===== src/rtl/core/dpdpc_pkg.sv =====
// Shared constants for the PD controller: widths, indexes, mode codes, reset values.
package dpdpc_pkg;

	// Width of the configuration write data bus.
	localparam int CFG_DATA_W = 32;
	// Width of the configuration register index.
	localparam int CFG_INDEX_W = 3;

	// Configuration register indexes.
	localparam logic [CFG_INDEX_W-1:0] REG_MODE    = 3'd0;
	localparam logic [CFG_INDEX_W-1:0] REG_REVERSE = 3'd1;
	localparam logic [CFG_INDEX_W-1:0] REG_TARGET  = 3'd2;
	localparam logic [CFG_INDEX_W-1:0] REG_TIMEOUT = 3'd3;
	localparam logic [CFG_INDEX_W-1:0] REG_CAP     = 3'd4;
	localparam logic [CFG_INDEX_W-1:0] REG_KP      = 3'd5;
	localparam logic [CFG_INDEX_W-1:0] REG_KD      = 3'd6;

	// Motion mode codes; the unused code behaves as a straight move.
	localparam logic [1:0] MODE_STRAIGHT = 2'd0;
	localparam logic [1:0] MODE_TURN     = 2'd1;
	localparam logic [1:0] MODE_STRAFE   = 2'd2;

	// Register reset values.
	localparam logic [6:0]  CAP_RESET = 7'd127;
	localparam logic [15:0] KP_RESET  = 16'd179;
	localparam logic [15:0] KD_RESET  = 16'd282;

endpackage


===== src/rtl/core/drive_pd_position_controller_core.sv =====
// PD position controller with output clamp for a four-motor drive.
//
// Usage: one word on the input channel carries a sample: a start flag, the
// millisecond time and the left and right encoder positions. Each accepted
// word produces exactly one result word on the output channel: an active flag
// and four signed motor powers. Both channels use valid/stall; a word moves at
// a rising edge with valid high and stall low.
// Configuration registers are written through wr_en/wr_index/wr_data; the
// user must write them only while the block is idle, which the block itself
// does not enforce. Writes to unknown indexes are ignored. Throughput is one
// word per clock while the receiver does not stall; a word passes the input,
// product and result registers. The remembered error and start references
// are updated as a word leaves the input register, for the next word to see.
// When the receiver stalls, the result register holds and the stall walks
// back stage by stage; in_stall rises only when every stage is occupied.
// Reset clears all pipeline valids, the references, the start time and the
// remembered error, and loads the register reset values (cap 127, kp 179,
// kd 282, all others zero).
module drive_pd_position_controller_core
	import dpdpc_pkg::*;
#(
	parameter int GAIN_FRACTION_BITS = 8,
	parameter int POSITION_BITS      = 24
) (
	input  logic                            clk,
	input  logic                            arst_n,
	// Configuration write port
	input  logic                            wr_en,
	input  logic [CFG_INDEX_W-1:0]          wr_index,
	input  logic [CFG_DATA_W-1:0]           wr_data,
	// Input channel
	input  logic                            in_valid,
	output logic                            in_stall,
	input  logic                            start_req,
	input  logic [31:0]                     time_ms,
	input  logic signed [POSITION_BITS-1:0] left_position,
	input  logic signed [POSITION_BITS-1:0] right_position,
	// Output channel
	output logic                            out_valid,
	input  logic                            out_stall,
	output logic                            active,
	output logic signed [7:0]               left_back_power,
	output logic signed [7:0]               left_front_power,
	output logic signed [7:0]               right_back_power,
	output logic signed [7:0]               right_front_power
);

	localparam int P      = POSITION_BITS;
	localparam int ERR_W  = P + 2;
	localparam int DERR_W = P + 3;
	localparam int PP_W   = ERR_W + 17;
	localparam int PD_W   = DERR_W + 17;
	localparam int SUM_W  = PD_W + 1;
	localparam logic [SUM_W-1:0] TRUNC_BIAS =
		SUM_W'((64'd1 << GAIN_FRACTION_BITS) - 64'd1);

	// Configuration registers
	logic [1:0]          mode_q;
	logic                reverse_q;
	logic signed [P-1:0] target_q;
	logic [31:0]         timeout_q;
	logic [6:0]          cap_q;
	logic [15:0]         kp_q;
	logic [15:0]         kd_q;

	// Controller state
	logic signed [ERR_W-1:0] last_error_q;
	logic [31:0]             start_time_q;
	logic signed [P-1:0]     left_ref_q;
	logic signed [P-1:0]     right_ref_q;

	// Input register stage
	logic                valid_s1;
	logic                start_s1;
	logic [31:0]         time_s1;
	logic signed [P-1:0] left_s1;
	logic signed [P-1:0] right_s1;

	// Product register stage
	logic                   valid_s2;
	logic                   act_s2;
	logic signed [PP_W-1:0] prod_p_s2;
	logic signed [PD_W-1:0] prod_d_s2;

	// Result register
	logic       out_valid_q;
	logic       active_q;
	logic signed [7:0] lb_q, lf_q, rb_q, rf_q;

	// Flow control
	logic out_free, s2_free, s1_adv, in_take;

	assign out_free = !out_valid_q || !out_stall;
	assign s2_free  = !valid_s2 || out_free;
	assign s1_adv   = valid_s1 && s2_free;
	assign in_stall = valid_s1 && !s2_free;
	assign in_take  = in_valid && !in_stall;

	// Configuration register writes.
	always_ff @(posedge clk or negedge arst_n) begin
		if (!arst_n) begin
			mode_q    <= MODE_STRAIGHT;
			reverse_q <= 1'b0;
			target_q  <= '0;
			timeout_q <= '0;
			cap_q     <= CAP_RESET;
			kp_q      <= KP_RESET;
			kd_q      <= KD_RESET;
		end else if (wr_en) begin
			unique case (wr_index)
				REG_MODE:    mode_q    <= wr_data[1:0];
				REG_REVERSE: reverse_q <= wr_data[0];
				REG_TARGET:  target_q  <= wr_data[P-1:0];
				REG_TIMEOUT: timeout_q <= wr_data[31:0];
				REG_CAP:     cap_q     <= wr_data[6:0];
				REG_KP:      kp_q      <= wr_data[15:0];
				REG_KD:      kd_q      <= wr_data[15:0];
				default: ;
			endcase
		end
	end

	// Input register.
	always_ff @(posedge clk or negedge arst_n) begin
		if (!arst_n) begin
			valid_s1 <= 1'b0;
		end else if (s2_free || !valid_s1) begin
			valid_s1 <= in_valid;
		end
	end

	always_ff @(posedge clk) begin
		if (in_take) begin
			start_s1 <= start_req;
			time_s1  <= time_ms;
			left_s1  <= left_position;
			right_s1 <= right_position;
		end
	end

	// Stage one: references, elapsed time, error and the two gain products.
	logic [31:0]             st_eff, elapsed;
	logic signed [P-1:0]     lref_eff, rref_eff;
	logic signed [ERR_W-1:0] le_eff, pos, err;
	logic signed [P:0]       ldiff, rdiff, dsel;
	logic signed [DERR_W-1:0] derr;
	logic signed [16:0]      kp_s, kd_s;
	logic signed [PP_W-1:0]  prod_p;
	logic signed [PD_W-1:0]  prod_d;
	logic                    act;
	logic                    turn;

	always_comb begin
		turn     = (mode_q == MODE_TURN);
		st_eff   = start_s1 ? time_s1 : start_time_q;
		lref_eff = start_s1 ? left_s1 : left_ref_q;
		rref_eff = start_s1 ? right_s1 : right_ref_q;
		le_eff   = start_s1 ? '0 : last_error_q;
		elapsed  = time_s1 - st_eff;
		act      = (elapsed < timeout_q);
		ldiff    = {left_s1[P-1], left_s1} - {lref_eff[P-1], lref_eff};
		rdiff    = {right_s1[P-1], right_s1} - {rref_eff[P-1], rref_eff};
		dsel     = (turn && reverse_q) ? rdiff : ldiff;
		// Turn mode works on the distance magnitude.
		if (turn && dsel[P]) begin
			pos = -{dsel[P], dsel};
		end else begin
			pos = {dsel[P], dsel};
		end
		err    = {{2{target_q[P-1]}}, target_q} - pos;
		derr   = {err[ERR_W-1], err} - {le_eff[ERR_W-1], le_eff};
		kp_s   = {1'b0, kp_q};
		kd_s   = {1'b0, kd_q};
		prod_p = PP_W'(kp_s) * PP_W'(err);
		prod_d = PD_W'(kd_s) * PD_W'(derr);
	end

	// Controller state updates as a word leaves stage one.
	always_ff @(posedge clk or negedge arst_n) begin
		if (!arst_n) begin
			last_error_q <= '0;
			start_time_q <= '0;
			left_ref_q   <= '0;
			right_ref_q  <= '0;
		end else if (s1_adv) begin
			if (start_s1) begin
				start_time_q <= time_s1;
				left_ref_q   <= left_s1;
				right_ref_q  <= right_s1;
			end
			if (act) begin
				last_error_q <= err;
			end else if (start_s1) begin
				last_error_q <= '0;
			end
		end
	end

	// Product register.
	always_ff @(posedge clk or negedge arst_n) begin
		if (!arst_n) begin
			valid_s2 <= 1'b0;
		end else if (s2_free) begin
			valid_s2 <= valid_s1;
		end
	end

	always_ff @(posedge clk) begin
		if (s1_adv) begin
			act_s2    <= act;
			prod_p_s2 <= prod_p;
			prod_d_s2 <= prod_d;
		end
	end

	// Stage two: sum, scale toward zero, clamp and motor signs.
	logic signed [SUM_W-1:0] sum, sum_b, scaled, cap_w;
	logic signed [7:0]       pwr, dpwr, npwr;
	logic signed [7:0]       lb_d, lf_d, rb_d, rf_d;

	always_comb begin
		sum    = {{2{prod_p_s2[PP_W-1]}}, prod_p_s2} + {prod_d_s2[PD_W-1], prod_d_s2};
		sum_b  = sum[SUM_W-1] ? (sum + $signed(TRUNC_BIAS)) : sum;
		scaled = sum_b >>> GAIN_FRACTION_BITS;
		cap_w  = $signed({{(SUM_W-7){1'b0}}, cap_q});
		if (scaled > cap_w) begin
			pwr = {1'b0, cap_q};
		end else if (scaled < -cap_w) begin
			pwr = -$signed({1'b0, cap_q});
		end else begin
			pwr = scaled[7:0];
		end
		dpwr = reverse_q ? -pwr : pwr;
		npwr = -dpwr;
		case (mode_q)
			MODE_TURN: begin
				lb_d = npwr; lf_d = npwr; rb_d = dpwr; rf_d = dpwr;
			end
			MODE_STRAFE: begin
				lb_d = npwr; lf_d = dpwr; rb_d = dpwr; rf_d = npwr;
			end
			default: begin
				lb_d = dpwr; lf_d = dpwr; rb_d = dpwr; rf_d = dpwr;
			end
		endcase
		// Outside the active window every command is zero.
		if (!act_s2) begin
			lb_d = '0; lf_d = '0; rb_d = '0; rf_d = '0;
		end
	end

	// Result register.
	always_ff @(posedge clk or negedge arst_n) begin
		if (!arst_n) begin
			out_valid_q <= 1'b0;
		end else if (out_free) begin
			out_valid_q <= valid_s2;
		end
	end

	always_ff @(posedge clk) begin
		if (valid_s2 && out_free) begin
			active_q <= act_s2;
			lb_q     <= lb_d;
			lf_q     <= lf_d;
			rb_q     <= rb_d;
			rf_q     <= rf_d;
		end
	end

	assign out_valid         = out_valid_q;
	assign active            = active_q;
	assign left_back_power   = lb_q;
	assign left_front_power  = lf_q;
	assign right_back_power  = rb_q;
	assign right_front_power = rf_q;

	// An inactive word carries no drive.
	assert property (@(posedge clk) disable iff (!arst_n)
		out_valid && !active |-> left_back_power == 8'sd0 && left_front_power == 8'sd0
			&& right_back_power == 8'sd0 && right_front_power == 8'sd0)
		else $error("inactive word carries nonzero power");

	// The left back command stays within the cap.
	assert property (@(posedge clk) disable iff (!arst_n)
		out_valid |-> left_back_power <= $signed({1'b0, cap_q})
			&& left_back_power >= -$signed({1'b0, cap_q}))
		else $error("power exceeds cap");

	// Turn mode drives the two sides in opposition.
	assert property (@(posedge clk) disable iff (!arst_n)
		out_valid && mode_q == MODE_TURN |-> left_back_power == left_front_power
			&& right_back_power == right_front_power
			&& left_back_power == -right_back_power)
		else $error("turn mode sides not opposed");

	// Straight moves drive all four motors alike.
	assert property (@(posedge clk) disable iff (!arst_n)
		out_valid && mode_q != MODE_TURN && mode_q != MODE_STRAFE
			|-> left_back_power == right_front_power && left_front_power == right_back_power
			&& left_back_power == left_front_power)
		else $error("straight mode powers differ");

	// The input only stalls when the whole pipe is full and blocked.
	assert property (@(posedge clk) disable iff (!arst_n)
		in_stall |-> valid_s1 && valid_s2 && out_valid_q && out_stall)
		else $error("input stalled with room in the pipe");

endmodule

===== config.mk =====
export PLATFORM = sky130hd
export DESIGN_NAME = drive_pd_position_controller_core
export DESIGN_NICKNAME = d
export VERILOG_FILES = /design/src/rtl/core/dpdpc_pkg.sv /design/src/rtl/core/drive_pd_position_controller_core.sv
export SDC_FILE = /design/constraint.sdc
export NUM_CORES = 2
export LEC_CHECK = 0
export BUFFER_PORTS_ARGS = -buffer_cell sky130_fd_sc_hd__buf_2
export CORE_UTILIZATION = 68
export DETAILED_ROUTE_END_ITERATION = 8
export GPL_ROUTABILITY_DRIVEN = 0
export PLACE_DENSITY = 0.86
export SKIP_LAST_GASP = 1
export SLEW_MARGIN = 20
export SYNTH_ARGS = -nofsm -noshare
export SYNTH_HDL_FRONTEND = slang
export SYNTH_SLANG_ARGS = --single-unit

===== constraint.sdc =====
create_clock -name clk -period 30.2 [get_ports clk]
set_input_delay 3.02 -clock clk [delete_from_list [all_inputs] [get_ports clk]]
set_output_delay 3.02 -clock clk [all_outputs]
set_load 0.005 [all_outputs]

==> reports/results.ini <==
[die]
coreArea_sq_mm=0.0840
num_rows=106
start_util_pct=69.0
boundaryPins=156
die_w_microns=294
die_h_microns=294
die_area_sq_mm=0.0864

[worst_setup_path]
worstPathBufferInverterCount=8
max_stage_delay_ps=800
cpMaxStageDelayCell=buf_4
crit_path_end_kind=flip-flop
crit_fanout=63
crit_family=compound AO/OA/AOI/OAI gates
worst_ep_required_time_ps=30560
criticalPathCategory=flip-flop to flip-flop
crit_path_frequent_cell=o21ai_0
critical_path.startpoint_type=flip-flop
cp.arrival_ps=17810

[timing]
fin_setup_tns_ps=0
slew_headroom_pct=28.5
period_needed_ps=17450
finalHoldViolations=0
worstMarginPinSlew_ps=1070
fmax_mhz=57.3
period_share_pct=57.8
finalWorstSetupSlack_ps=12750
rsz0062_at_grt=no
skew_ps=40.8
setup_viol=0
slew_violations=0

[logic_synthesis]
netlist_area_sq_mm=0.0580
ys_seq_area_share_pct=19.3
netlist.top_cell.by_area=fa_1
synth_top_area_share_pct=28.4
syn_area_per_cell_sq_um=9.33
ys_ff_latch=406
synth-main-ff-cell=edfxtp_1
synth-edff-count=199
ys_async_sr_fraction_pct=51.0
synth_common_cells=inv_1, fa_1, nand2_1, ha_1, and2_1
syn_inst=6213
yosysMostFrequentCell=inv_1
synth_area_leaders=fa_1, edfxtp_1, ha_1
mappedNetlistNets=7631
synth.distinct_cells=110
ys_warn_count=0

[run]
maxCapViolCount=0

[clocking]
cts_root_buffer=clkbuf_16
cts_resized=0
h-tree-depth=2
cts_buffers=48
cts_setup_buffers=0
tritoncts=built
cts.sinks=406
holdBufCountCts=0
clockBufferDepth=3
clkLatencyLatePin_ps=650
clk_pin_slew_ps=60

[final_layout]
nets=7695
layout-drive-gt1-share_pct=8.23
syn_to_final_growth_pct=6.49
multi_input_area_sq_mm=0.0419
num-fill-cells=5686
ff_latch_area_sq_mm=0.0112
final_core_util_pct=73.5

[route]
drc_errors=0
avgViaCountPerCell=6.10
drt-pass1-iter-count=7
drtAntennaViolNets=0
drtIter0Drc=4283
drt_wl_total_microns=152000
wl_per_cell_microns=20.3
vias=45536

[global_route]
grt_max_degree=117
grt_pass1_vias=47107
grtUsageTotal_pct=35.8
gr-total-overflow=0
grt_pass1_wl_microns=244000
antenna_found_initial=14

[place]
post-place-ws_ps=13140
dp_hpwl_microns=119000
io_buffer_count=155

[status]
status=completed

[hold_path]
hold_class=flip-flop to flip-flop

[cells by family after synthesis]
logic type / after synthesis / share of synthesized area (%)
buffers and inverters: 1310 / 8.56
adder cells (fa/ha/maj): 1297 / 38.7
multiplexers: 195 / 3.59
flip-flops: 406 / 19.3
XOR/XNOR: 274 / 4.22
AND/OR/NAND/NOR: 1860 / 15.8
AO/OA/AOI/OAI: 871 / 9.89
[registers in the layout (all words and copies together) (netlist names), 2 cells and up]
| signal | cells |
|---|---|
| left_front_power | 7 |
| kd_q | 16 |
| right_front_power | 7 |
| prod_d_s2 | 44 |
| timeout_q | 32 |
| right_ref_q | 24 |
| right_back_power | 7 |
| cap_q | 7 |
| prod_p_s2 | 43 |
| right_s1 | 24 |
| mode_q | 2 |
| kp_q | 16 |
| start_time_q | 32 |
| left_s1 | 24 |
| left_ref_q | 24 |
| time_s1 | 32 |
| left_back_power | 8 |
| target_q | 24 |
| last_error_q | 26 |
[per-stage QoR]
| step | area (sq um) | hold slack (ps) | std cells |
|---|---|---|---|
| 4_1_cts | 61700 | 484 | 7450 |
| 3_3_place_gp | 60000 | 462 | 7360 |
| 3_5_place_dp | 60000 | 471 | 7360 |
| 6_report | 61700 | 481 | 7460 |
| 2_1_floorplan | 58000 | 449 | 6213 |
| 5_1_grt | 61700 | 504 | 7455 |
[worst paths after layout]
path,start,to,cells after the start,slack [ps]
min in group asynchronous,arst_n,right_ref_q[16],1,2370
max in group asynchronous,arst_n,timeout_q[25],3,25680
hold reg to reg,left_ref_q[10],left_ref_q[10],2,480
setup reg to reg,start_s1,prod_d_s2[42],65,12750
setup / recovery,start_s1,prod_d_s2[42],65,12750
hold / removal,left_ref_q[10],left_ref_q[10],2,480
[per-layer routing]
layer  part of all wire (%)  wire length (microns)  vias up  GRT usage, %
met3                     10                  15600      621          8.93
met2                     47                  71600     2476          58.5
met1                     36                  55000    22258          43.4
met5                  0.067                    101        -             0
met4                    6.2                   9420       16          20.4
li1                       -                      -    20165             -
[cells in the final DEF, fill, tap and decap left out, types with 32 or more instances in the layout]
| master | n |
|---|---|
| clkbuf_16 | 48 |
| inv_1 | 1078 |
| a211oi_1 | 32 |
| xor2_1 | 87 |
| o21ai_0 | 236 |
| a21oi_1 | 192 |
| nand4_1 | 35 |
| nor2b_1 | 89 |
| nand2_1 | 771 |
| a21boi_0 | 33 |
| o21a_1 | 63 |
| buf_2 | 154 |
| a21o_1 | 70 |
| ha_1 | 474 |
| xnor2_1 | 178 |
| nor2_1 | 255 |
| mux2i_1 | 96 |
| nand3_1 | 59 |
| buf_4 | 86 |
| nand2b_1 | 79 |
| edfxtp_1 | 199 |
| and2_1 | 299 |
| fa_1 | 823 |
| dfrtp_1 | 191 |
| nor3_1 | 73 |
| mux2_2 | 97 |
| and3_1 | 47 |
| or3_1 | 40 |
[layout make-up]
| type | instances | area share [%] |
|---|---|---|
| antenna | 9 | 0.0365 |
| timing repair buffer | 242 | 2.36 |
| clock inverter | 25 | 0.606 |
| sequential | 406 | 18.1 |
| tap | 1134 | 2.30 |
| inverter | 1082 | 6.58 |
| clock buffer | 65 | 2.13 |
| multi-input combinational | 4497 | 67.9 |
[worst register-to-register path, delay by kind of cell (launching register included)]
| family | cells | cell delay (ps) |
|---|---|---|
| DFF | 1 | 490 |
| and+or+nand+nor | 8 | 1610 |
| adders and majority gates | 10 | 4380 |
| buffers and inverters | 8 | 1670 |
| muxes | 2 | 860 |
| xor gates and xnor gates | 3 | 410 |
| AOI/OAI and AO/OA | 34 | 7760 |
Power is not shown: default switching activity piles up to over one toggle a cycle in this logic, so the estimate is an artifact.
